**config.mk**
```make
export PLATFORM = sky130hd
export DESIGN_NAME = gtf_front
export DESIGN_NICKNAME = d
export VERILOG_FILES = /design/src/rtl/gtf_pkg.sv /design/src/rtl/gtf_front.sv
export SDC_FILE = /design/constraint.sdc
export NUM_CORES = 1
export LEC_CHECK = 0
export BUFFER_PORTS_ARGS = -buffer_cell sky130_fd_sc_hd__buf_2
export CAP_MARGIN = 20
export CORE_ASPECT_RATIO = 0.5
export CORE_UTILIZATION = 50
export DETAILED_ROUTE_END_ITERATION = 7
export PLACE_DENSITY_LB_ADDON = 0.25
export SYNTH_ARGS = -nofsm -noshare
export SYNTH_HDL_FRONTEND = slang
export SYNTH_SLANG_ARGS = --single-unit
```
**constraint.sdc**
```tcl
create_clock -name clk -period 5.1 [get_ports clk]
set_input_delay 0.255 -clock clk [delete_from_list [all_inputs] [get_ports clk]]
set_output_delay 0.255 -clock clk [all_outputs]
set_load 0.01 [all_outputs]
```
**src/rtl/gtf_pkg.sv**
```systemverilog
package gtf_pkg;

	localparam int ELEMENT_COUNT = 1024;
	localparam int TEAM_COUNT    = 16;
	localparam int QUEUE_DEPTH   = 1024;

	localparam int ELEM_W  = 10;
	localparam int TEAM_W  = 4;
	localparam int NODE_W  = 10;
	localparam int CNT_W   = 11;
	localparam int TCNT_W  = 5;

	typedef enum logic [1:0] {
		MODE_ASSIGN = 2'd0,
		MODE_ENQ    = 2'd1,
		MODE_DEQ    = 2'd2,
		MODE_CLEAR  = 2'd3
	} mode_t;

	typedef enum logic [1:0] {
		STAT_OK     = 2'd0,
		STAT_EMPTY  = 2'd1,
		STAT_FULL   = 2'd2,
		STAT_NOTEAM = 2'd3
	} status_t;

	typedef enum logic [1:0] {
		BK_CLEAR,
		BK_IDLE,
		BK_ENQ,
		BK_DEQ
	} bk_state_t;

	typedef struct packed {
		mode_t              mode;
		logic [ELEM_W-1:0]  element;
		logic [TEAM_W-1:0]  team;
	} cmd_t;

	typedef struct packed {
		logic [ELEM_W-1:0]  element;
		status_t            status;
	} res_t;

endpackage

```
**src/rtl/gtf_front.sv**
```systemverilog
module gtf_front (
	input  logic                        clk,
	input  logic                        arst_n,
	input  logic                        push,
	input  logic                        hold,
	output logic                        full,
	input  logic [1:0]                  mode,
	input  logic [gtf_pkg::ELEM_W-1:0]  element,
	input  logic [gtf_pkg::TEAM_W-1:0]  team,
	output logic                        cmd_valid,
	output gtf_pkg::cmd_t               cmd,
	input  logic                        cmd_pop
);
	import gtf_pkg::*;

	cmd_t       slot_q [2];
	logic       wr_q;
	logic       rd_q;
	logic [1:0] cnt_q;
	logic       acc;
	cmd_t       cls;

	// classify the incoming transaction into an operation code
	always_comb begin
		cls.mode    = mode_t'(mode);
		cls.element = element;
		cls.team    = team;
	end

	assign full      = (cnt_q == 2'd2) || hold;
	assign acc       = push && !full;
	assign cmd_valid = (cnt_q != 2'd0);
	assign cmd       = slot_q[rd_q];

	always_ff @(posedge clk or negedge arst_n) begin
		if (!arst_n) begin
			wr_q  <= 1'b0;
			rd_q  <= 1'b0;
			cnt_q <= 2'd0;
		end else begin
			if (acc)
				wr_q <= !wr_q;
			if (cmd_pop)
				rd_q <= !rd_q;
			cnt_q <= cnt_q + 2'(acc) - 2'(cmd_pop);
		end
	end

	always_ff @(posedge clk) begin
		if (acc)
			slot_q[wr_q] <= cls;
	end

endmodule

```
==> impl_metrics.toml <==
[die]
die-area_um2 = 3040
die_w_um = 77.0
rows = 13
ios = 39
core_area_um2 = 2640
initial_utilization_pct = 53.4
die_h_um = 39.5

[setup_path]
worst_setup_path_start_kind = "flop"
timing_worst_setup_path_type = "flop to primary output"
cp.required_ns = 4.85
worstPathMaxFanout = 17
arrival_ns = 1.72
endpoint_kind = "primary output"

[routing]
drt_first_iter_violations = 25
ant_nets = 0
viasPerCell = 4.72
via_count = 718
wl_mm = 2.05
wire_per_inst_um = 13.5
dr.pass1.iters = 4
drc = 0

[logic_synthesis]
syn-num-nets = 91
synthDominantAreaCellType = "edfxtp_1"
yosysSeqAreaShare_pct = 75.4
ys_warn_count = 0
synth.top_cells.by_area = "edfxtp_1 (68%), mux2_4 (9.6%), dfrtp_1 (7.1%), mux2_2 (5.6%), xnor2_1 (1.9%)"
syn_inst = 68
synth-seq-cells = 36
post-synth-top-area-fraction_pct = 68.3
synth_cell_type_count = 14
synth.cell_area_um2 = 1410
syn_avg_cell_area_um2 = 20.7

[sta]
slew_viol_final = 0
slew_headroom_pct = 45.0
fin_ws_ns = 3.13
fin_setup_tns_ns = 0
max_freq_mhz = 507
clock_skew_ns = 0.00436
min_period_ns = 1.97
period_share_pct = 38.7
setup_viol = 0
tightestPinTransition_ns = 0.825
hold_violations = 0
rsz0062_at_grt = "false"

[placement]
hpwl_mm = 1.43
place.gp.congestion = 0.674
port_buffers = 38
placed_cell_area_um2 = 1630
dpl_worst_slack_ns = 3.42

[finish]
syn_to_final_growth_pct = 24.3
antennaDiodeCount = 0
final_area_um2 = 1750
nFillCells = 177
multi_input_area_um2 = 308
final_common_cell = "buf_2"
nets = 137
drive_gt1_share_pct = 56.5
utilization_pct = 66.4
layout_common_cells = "buf_2 (38), edfxtp_1 (32), mux2_4 (9)"
regArea_um2 = 1060

[clock_network]
cts_tree = "built"
htreeDepth = 2
insertion_delay_ns = 0.28
cts-resized-gates = 0
root_buffer = "clkbuf_8"
cts_hold_buf = 1
post_cts_buffers = 0
cts_inserted_buffers = 5
clock_sinks = 36
clkTransAtPathRegs_ns = 0.07
cts_buffer_depth = 2

[grt]
antenna_found_initial = 0
grt_pass1_wl_mm = 3.06
grt_usage_pct = 15.3
grt_pass1_vias = 693
grt_start_max_net_pins = 18
grt-ovfl-total = 0

[job]
maxCapViolations = 0

[hold_path]
min_path_type = "input pin to flop"

[power]
p_total_mw = 0.895
cellPowerDensity_nw_per_um2 = 511
ir_drop_uv = 328
cellLeakagePower_nw = 0.707

[status]
status = "finished, final reports clean"
==> state kept, by name (all words and copies together) (netlist names) <==
signal  count
slot_q     32
cnt_q       2
rd_q        1
wr_q        1
==> path summary, 6_finish.rpt <==
kind | slack, ns | endpoint | depth (start not counted) | startpoint
hold reg to reg | 0.52 | wr_q$_DFFE_PN0P_ | 1 | wr_q$_DFFE_PN0P_
hold / removal | 0.16 | slot_q[0][12]$_DFFE_PP_ | 1 | element[8]
min in group asynchronous | 0.30 | cnt_q[1]$_DFF_PN0_ | 2 | arst_n
setup / recovery | 3.13 | cmd[5] | 2 | rd_q$_DFFE_PN0P_
setup reg to reg | 3.45 | cnt_q[1]$_DFF_PN0_ | 7 | cnt_q[1]$_DFF_PN0_
max in group asynchronous | 4.68 | wr_q$_DFFE_PN0P_ | 2 | arst_n
==> routing by layer <==
layer	vias to the layer above	global-route usage [%]	part of all wire, %
met5	-	0	0
met2	19	28.3	51
met3	4	6.51	5.4
li1	344	-	-
met1	351	14.7	42
met4	0	11.3	1.6
==> through the flow <==
stage	cells	hold slack, ns
2_1_floorplan	68	-0.0406
3_3_place_gp	143	0.0636
3_5_place_dp	143	0.0664
4_1_cts	152	0.146
5_1_grt	152	0.148
6_report	152	0.157
==> critical path, cell delays in order (launching register included) <==
cell and delay, ns:
dfrtp_1 0.88, mux2_2 0.41, buf_2 0.14
==> cells by family (layout without fill, tap and decap cells) <==
family	count (synthesis)	count (layout)	synth area share [%]
buffers and inverters	4	51	2.76
AND/OR/NAND/NOR	6	6	2.40
multiplexers	16	16	15.2
flip-flops	36	36	75.4
XOR/XNOR	4	4	2.49
adder cells (fa/ha/maj)	2	2	1.78
==> area by class of cell <==
type	count	area share [%]
Sequential cell	36	60.7
Tap cell	37	2.65
Clock buffer	5	3.93
Timing Repair Buffer	41	12.3
Multi-Input combinational cell	28	17.6
Clock inverter	3	2.43
Inverter	2	0.429
==> where the power goes <==
part / leakage [nW] / internal [mW] / switching [mW]
registers: 0.339 / 0.374 / 0.0479
clock network: 0.0541 / 0.144 / 0.0958
logic: 0.314 / 0.137 / 0.0954
==> cell usage after synthesis (all sizes together) <==
master	n
or2	1
nand2b	2
xnor2	3
mux2	16
dfrtp	4
buf	2
nor2	2
nand3b	1
inv	2
xor2	1
edfxtp	32
ha	2
No activity file was read; power rests on OpenSTA's default activity.
