$ cat src/rtl/gtf_pkg.sv
package gtf_pkg;

	localparam int ELEMENT_COUNT = 1024;
	localparam int TEAM_COUNT    = 16;
	localparam int QUEUE_DEPTH   = 1024;

	localparam int ELEM_W  = 10;
	localparam int TEAM_W  = 4;
	localparam int NODE_W  = 10;
	localparam int CNT_W   = 11;
	localparam int TCNT_W  = 5;

	typedef enum logic [1:0] {
		MODE_ASSIGN = 2'd0,
		MODE_ENQ    = 2'd1,
		MODE_DEQ    = 2'd2,
		MODE_CLEAR  = 2'd3
	} mode_t;

	typedef enum logic [1:0] {
		STAT_OK     = 2'd0,
		STAT_EMPTY  = 2'd1,
		STAT_FULL   = 2'd2,
		STAT_NOTEAM = 2'd3
	} status_t;

	typedef enum logic [1:0] {
		BK_CLEAR,
		BK_IDLE,
		BK_ENQ,
		BK_DEQ
	} bk_state_t;

	typedef struct packed {
		mode_t              mode;
		logic [ELEM_W-1:0]  element;
		logic [TEAM_W-1:0]  team;
	} cmd_t;

	typedef struct packed {
		logic [ELEM_W-1:0]  element;
		status_t            status;
	} res_t;

endpackage

$ cat src/rtl/gtf_resq.sv
module gtf_resq (
	input  logic                        clk,
	input  logic                        arst_n,
	input  logic                        res_push,
	input  gtf_pkg::res_t               res,
	output logic                        room,
	output logic                        empty,
	input  logic                        pop,
	output logic [gtf_pkg::ELEM_W-1:0]  dequeued_element,
	output logic [1:0]                  status
);
	import gtf_pkg::*;

	res_t       slot_q [2];
	logic       wr_q;
	logic       rd_q;
	logic [1:0] cnt_q;
	logic       take;

	assign room             = (cnt_q != 2'd2);
	assign empty            = (cnt_q == 2'd0);
	assign take             = pop && !empty;
	assign dequeued_element = slot_q[rd_q].element;
	assign status           = slot_q[rd_q].status;

	always_ff @(posedge clk or negedge arst_n) begin
		if (!arst_n) begin
			wr_q  <= 1'b0;
			rd_q  <= 1'b0;
			cnt_q <= 2'd0;
		end else begin
			if (res_push)
				wr_q <= !wr_q;
			if (take)
				rd_q <= !rd_q;
			cnt_q <= cnt_q + 2'(res_push) - 2'(take);
		end
	end

	always_ff @(posedge clk) begin
		if (res_push)
			slot_q[wr_q] <= res;
	end

endmodule

$ cat config.mk
export PLATFORM = sky130hd
export DESIGN_NAME = gtf_resq
export DESIGN_NICKNAME = d
export VERILOG_FILES = /design/src/rtl/gtf_pkg.sv /design/src/rtl/gtf_resq.sv
export SDC_FILE = /design/constraint.sdc
export NUM_CORES = 1
export LEC_CHECK = 0
export ABC_CLOCK_PERIOD_IN_PS = 2070
export BUFFER_PORTS_ARGS = -buffer_cell sky130_fd_sc_hd__buf_2
export CORE_UTILIZATION = 45
export CTS_BUF_LIST = sky130_fd_sc_hd__clkbuf_4
export CTS_CLUSTER_DIAMETER = 40
export DETAILED_ROUTE_END_ITERATION = 8
export HOLD_SLACK_MARGIN = 0.06
export PLACE_DENSITY = 0.7
export SETUP_SLACK_MARGIN = 0.4
export SKIP_CTS_REPAIR_TIMING = 1
export SLEW_MARGIN = 20
export SYNTH_ARGS = -nofsm -noshare
export SYNTH_HDL_FRONTEND = slang
export SYNTH_SLANG_ARGS = --single-unit
$ cat constraint.sdc
create_clock -name clk -period 2.07 [get_ports clk]
set_clock_uncertainty 0.2 [all_clocks]
set_input_delay 0.207 -clock clk [delete_from_list [all_inputs] [get_ports clk]]
set_output_delay 0.207 -clock clk [all_outputs]
set_load 0.02 [all_outputs]
==> impl_table.tex <==
\begin{tabular}{lr}
\hline
Metric & Value \\
\hline
\multicolumn{2}{l}{\textbf{Placement}} \\
\quad RePlAce Congestion & 0.565 \\
\quad Estimated wirelength of the detail-placed design & 1.01 mm \\
\quad Placed insts & 112 \\
\quad Count of input and output buffers & 29 \\
\multicolumn{2}{l}{\textbf{Clock tree}} \\
\quad Clock root cell & sky130\_fd\_sc\_hd\_\_clkbuf\_4 \\
\quad Worst-Skew Late Latency & 0.32 ns \\
\quad TritonCTS Sinks & 28 \\
\quad H-Tree Depth & 1 \\
\quad Deepest clock path buffer count & 2 \\
\quad TritonCTS clock tree & built \\
\quad Number of clock buffers inserted by TritonCTS & 3 \\
\quad Register clock-pin slew on the reported worst setup and hold paths & 0.13 ns \\
\multicolumn{2}{l}{\textbf{Pwr}} \\
\quad Internal Power & 1.32 mW \\
\quad Gate power share & 45.9\% \\
\quad Share of total power in sequential cells & 42.2\% \\
\quad Power per cell area & 1260 mW/mm\^{}2 \\
\quad Switching fraction of total power & 31.9\% \\
\quad Maximum ir drop on the vdd rail & 749 uV \\
\quad Clock share of power & 11.9\% \\
\quad Leakage power total & 0.650 nW \\
\quad Net switching power figure & 618 uW \\
\multicolumn{2}{l}{\textbf{Worst setup path}} \\
\quad Reg2reg setup slack & 0.37 ns \\
\quad Crit path kind & reg -> out \\
\quad Data arrival time of the critical path & 1.37 ns \\
\quad Worst setup path endpoint & dequeued\_element[8] \\
\quad Category of the worst setup path launch point & flop \\
\quad Worst setup EP type & output pin \\
\quad Critical path origin & rd\_q \\
\quad Slowest cell on the critical path & sky130\_fd\_sc\_hd\_\_dfrtp\_2 \\
\quad Required time worst endpoint & 1.66 ns \\
\quad FF-to-FF End & cnt\_q[1] \\
\quad Crit path cell chain & buf\_12 > mux2\_4 > buf\_4 \\
\quad Count of cells along the worst register-to-register path & 6 \\
\quad Crit Path Max Fanout & 10 \\
\quad Worst reg2reg startpoint & cnt\_q[0] \\
\quad Critical path's largest stage delay & 0.46 ns \\
\multicolumn{2}{l}{\textbf{Timing}} \\
\quad Share of the clock period used by the worst path after layout & 86.0\% \\
\quad Max-slew violations & 0 \\
\quad Relative slew slack & 64.0\% \\
\quad Unrepaired setup endpoints after global routing & true \\
\quad Actual slew at the worst max-slew pin & 0.540 ns \\
\quad Hold violation total from the final report & 0 \\
\quad Sum of negative setup slack & 0 ns \\
\quad Worst hold margin & 0.0996 ns \\
\quad Shortest clock period the worst path allows after layout & 1.78 ns \\
\quad Highest achievable clock rate & 562 MHz \\
\quad Final number of setup-violating endpoints & 0 \\
\multicolumn{2}{l}{\textbf{Routing}} \\
\quad Via count of the routed design & 632 \\
\quad Number of iterations in the first detailed-routing pass & 3 \\
\quad Final routed DRC violation total & 0 \\
\quad Iteration-0 DRC count of the detailed router & 7 \\
\quad Via-to-Cell Ratio & 4.65 \\
\quad Post-DR wirelength/cell & 12.0 um \\
\quad Antenna Nets Post-Route & 0 \\
\quad Wirelength, routed & 1.63 mm \\
\multicolumn{2}{l}{\textbf{Logic synthesis}} \\
\quad Part of the Yosys area used for sequential elements & 74.9\% \\
\quad Number of flip-flops and latches in the synthesized netlist & 28 \\
\quad Post-Syn Area & 0.00110 sq mm \\
\quad Area fraction of the dominant cell type after synthesis & 65.8\% \\
\quad Top post-synthesis cells by area & sky130\_fd\_sc\_hd\_\_edfxtp\_1 (66\%), sky130\_fd\_sc\_hd\_\_mux2\_4 (12\%), sky130\_fd\_sc\_hd\_\_dfrtp\_1 (9.1\%) \\
\quad Synth async-reset ratio & 14.3\% \\
\quad Synthesized instance count & 54 \\
\quad Most instantiated cells after synthesis & sky130\_fd\_sc\_hd\_\_edfxtp\_1 (24), sky130\_fd\_sc\_hd\_\_mux2\_4 (9), sky130\_fd\_sc\_hd\_\_dfrtp\_1 (4), sky130\_fd\_sc\_hd\_\_mux2\_2 (3) \\
\quad Top flip-flop cell by instance count after synthesis & sky130\_fd\_sc\_hd\_\_edfxtp\_1 \\
\quad Most repeated cell in the gate-level netlist after synthesis & sky130\_fd\_sc\_hd\_\_edfxtp\_1 \\
\quad Number of enable-type register cells in the synthesized netlist & 24 \\
\quad Cell taking the most area after synthesis & sky130\_fd\_sc\_hd\_\_edfxtp\_1 \\
\quad Count of cell types in the netlist & 14 \\
\quad Total nets after synthesis & 72 \\
\quad Number of warnings issued by yosys & 0 \\
\quad Mean cell area of the mapped netlist & 20.3 sq um \\
\multicolumn{2}{l}{\textbf{Cells and area}} \\
\quad Net total in the final layout & 127 \\
\quad Non-filler instance count after layout & 136 \\
\quad Proportion of layout cells with a drive suffix above 1 & 50.9\% \\
\quad Layout fillers & 188 \\
\quad Relative area change from synthesis to final layout & 40.5\% \\
\quad N\_diodes & 0 \\
\multicolumn{2}{l}{\textbf{Die}} \\
\quad Area of the die & 0.00264 sq mm \\
\quad Floorplan core area & 0.00225 sq mm \\
\quad Die boundary width & 51.4 um \\
\quad I/O pin cnt & 30 \\
\quad Rows & 17 \\
\quad Starting density of the core & 48.6\% \\
\quad Die boundary height & 51.4 um \\
\multicolumn{2}{l}{\textbf{Worst hold path}} \\
\quad Class of the tightest hold or removal check & in -> reg \\
\quad Worst Hold Launch & pop \\
\multicolumn{2}{l}{\textbf{Run}} \\
\quad Max-cap violation count & 0 \\
\multicolumn{2}{l}{\textbf{Global routing}} \\
\quad Largest net degree at the start of global routing & 16 \\
\quad Via count of the first global-routing pass & 559 \\
\quad Initial antenna violation count & 0 \\
\quad Total routing usage reported by global routing & 12.5\% \\
\quad Gr ovfl total & 0 \\
\quad Global-route wire length before repair & 2.25 mm \\
\multicolumn{2}{l}{\textbf{Status}} \\
\quad Status & finished clean \\
\hline
\end{tabular}
## kinds of logic (layout without fill, tap and decap cells)
| kind of cell | Yosys count | after routing | share of synthesized area [%] |
|---|---|---|---|
| XOR/XNOR | 4 | 4 | 3.20 |
| multiplexers | 12 | 12 | 15.4 |
| adder cells (fa/ha/maj) | 2 | 2 | 2.28 |
| AND/OR/NAND/NOR | 4 | 4 | 1.83 |
| flip-flops | 28 | 28 | 74.9 |
| buffers and inverters | 3 | 57 | 1.71 |
| AO/OA/AOI/OAI | 1 | 1 | 0.685 |
## through the flow
step	utilization, %	setup WS [ns]	cell area, sq um	power, mW
6_report	68.3	0.290	1540	1.94
3_5_place_dp	56.8	0.318	1280	1.55
2_1_floorplan	-	0.435	1100	1.36
3_3_place_gp	56.8	0.418	1280	1.53
4_1_cts	58.1	0.165	1310	1.77
5_1_grt	68.3	0.239	1540	2.05
## layout by cell type (no fill, tap or decap), types with 2 or more instances in the layout
| cell type | instances |
|---|---|
| sky130_fd_sc_hd__buf_2 | 23 |
| sky130_fd_sc_hd__buf_4 | 11 |
| sky130_fd_sc_hd__clkbuf_4 | 4 |
| sky130_fd_sc_hd__dfrtp_1 | 3 |
| sky130_fd_sc_hd__dlygate4sd3_1 | 15 |
| sky130_fd_sc_hd__edfxtp_1 | 24 |
| sky130_fd_sc_hd__inv_1 | 2 |
| sky130_fd_sc_hd__mux2_2 | 3 |
| sky130_fd_sc_hd__mux2_4 | 9 |
| sky130_fd_sc_hd__xor2_1 | 2 |
## power by group through the flow
stage	sequential (mW)	clock, mW	combinational, mW
floorplan	0.823	0	0.536
global placement	0.828	0	0.699
detailed placement	0.835	0	0.713
CTS	0.822	0.239	0.714
global route	0.832	0.257	0.958
finish	0.818	0.230	0.891
## flip-flops by register name, summed over array words and instances (netlist names)
name	count
cnt_q	2
rd_q	1
wr_q	1
slot_q	24
## worst min path at each step
| stage | end | slack [ns] | cells after the start |
|---|---|---|---|
| after global placement | wr_q | -0.18 | 1 |
| after global routing | rd_q | 0.1 | 4 |
| final | rd_q | 0.1 | 4 |
| after CTS | cnt_q[0] | -0.55 | 1 |
| after detailed placement | cnt_q[0] | -0.18 | 1 |
| after floorplan | cnt_q[0] | -0.29 | 0 |
## layout make-up
| type | instances | area (sq um) | area share, % |
|---|---|---|---|
| Clock buffer | 4 | 30.0 | 1.95 |
| Multi-Input combinational cell | 23 | 267 | 17.3 |
| Sequential cell | 28 | 822 | 53.4 |
| Inverter | 2 | 7.51 | 0.487 |
| Tap cell | 28 | 35.0 | 2.27 |
| Timing Repair Buffer | 51 | 379 | 24.6 |
## worst max-delay path: cells and delay by family, from the launching register on
kind | cells | cell delay, ns
muxes | 1 | 0.29
buffers and inverters | 2 | 0.31
DFF | 1 | 0.46
## per-layer routing
metal | GRT usage, % | vias up | wire length (um)
li1 | - | 309 | -
met1 | 12.7 | 298 | 600
met2 | 21.9 | 20 | 903
met3 | 3.57 | 5 | 84
met4 | 8.11 | 0 | 40
met5 | 0 | - | 0
Note: power is estimated with default switching activity, not from simulation.
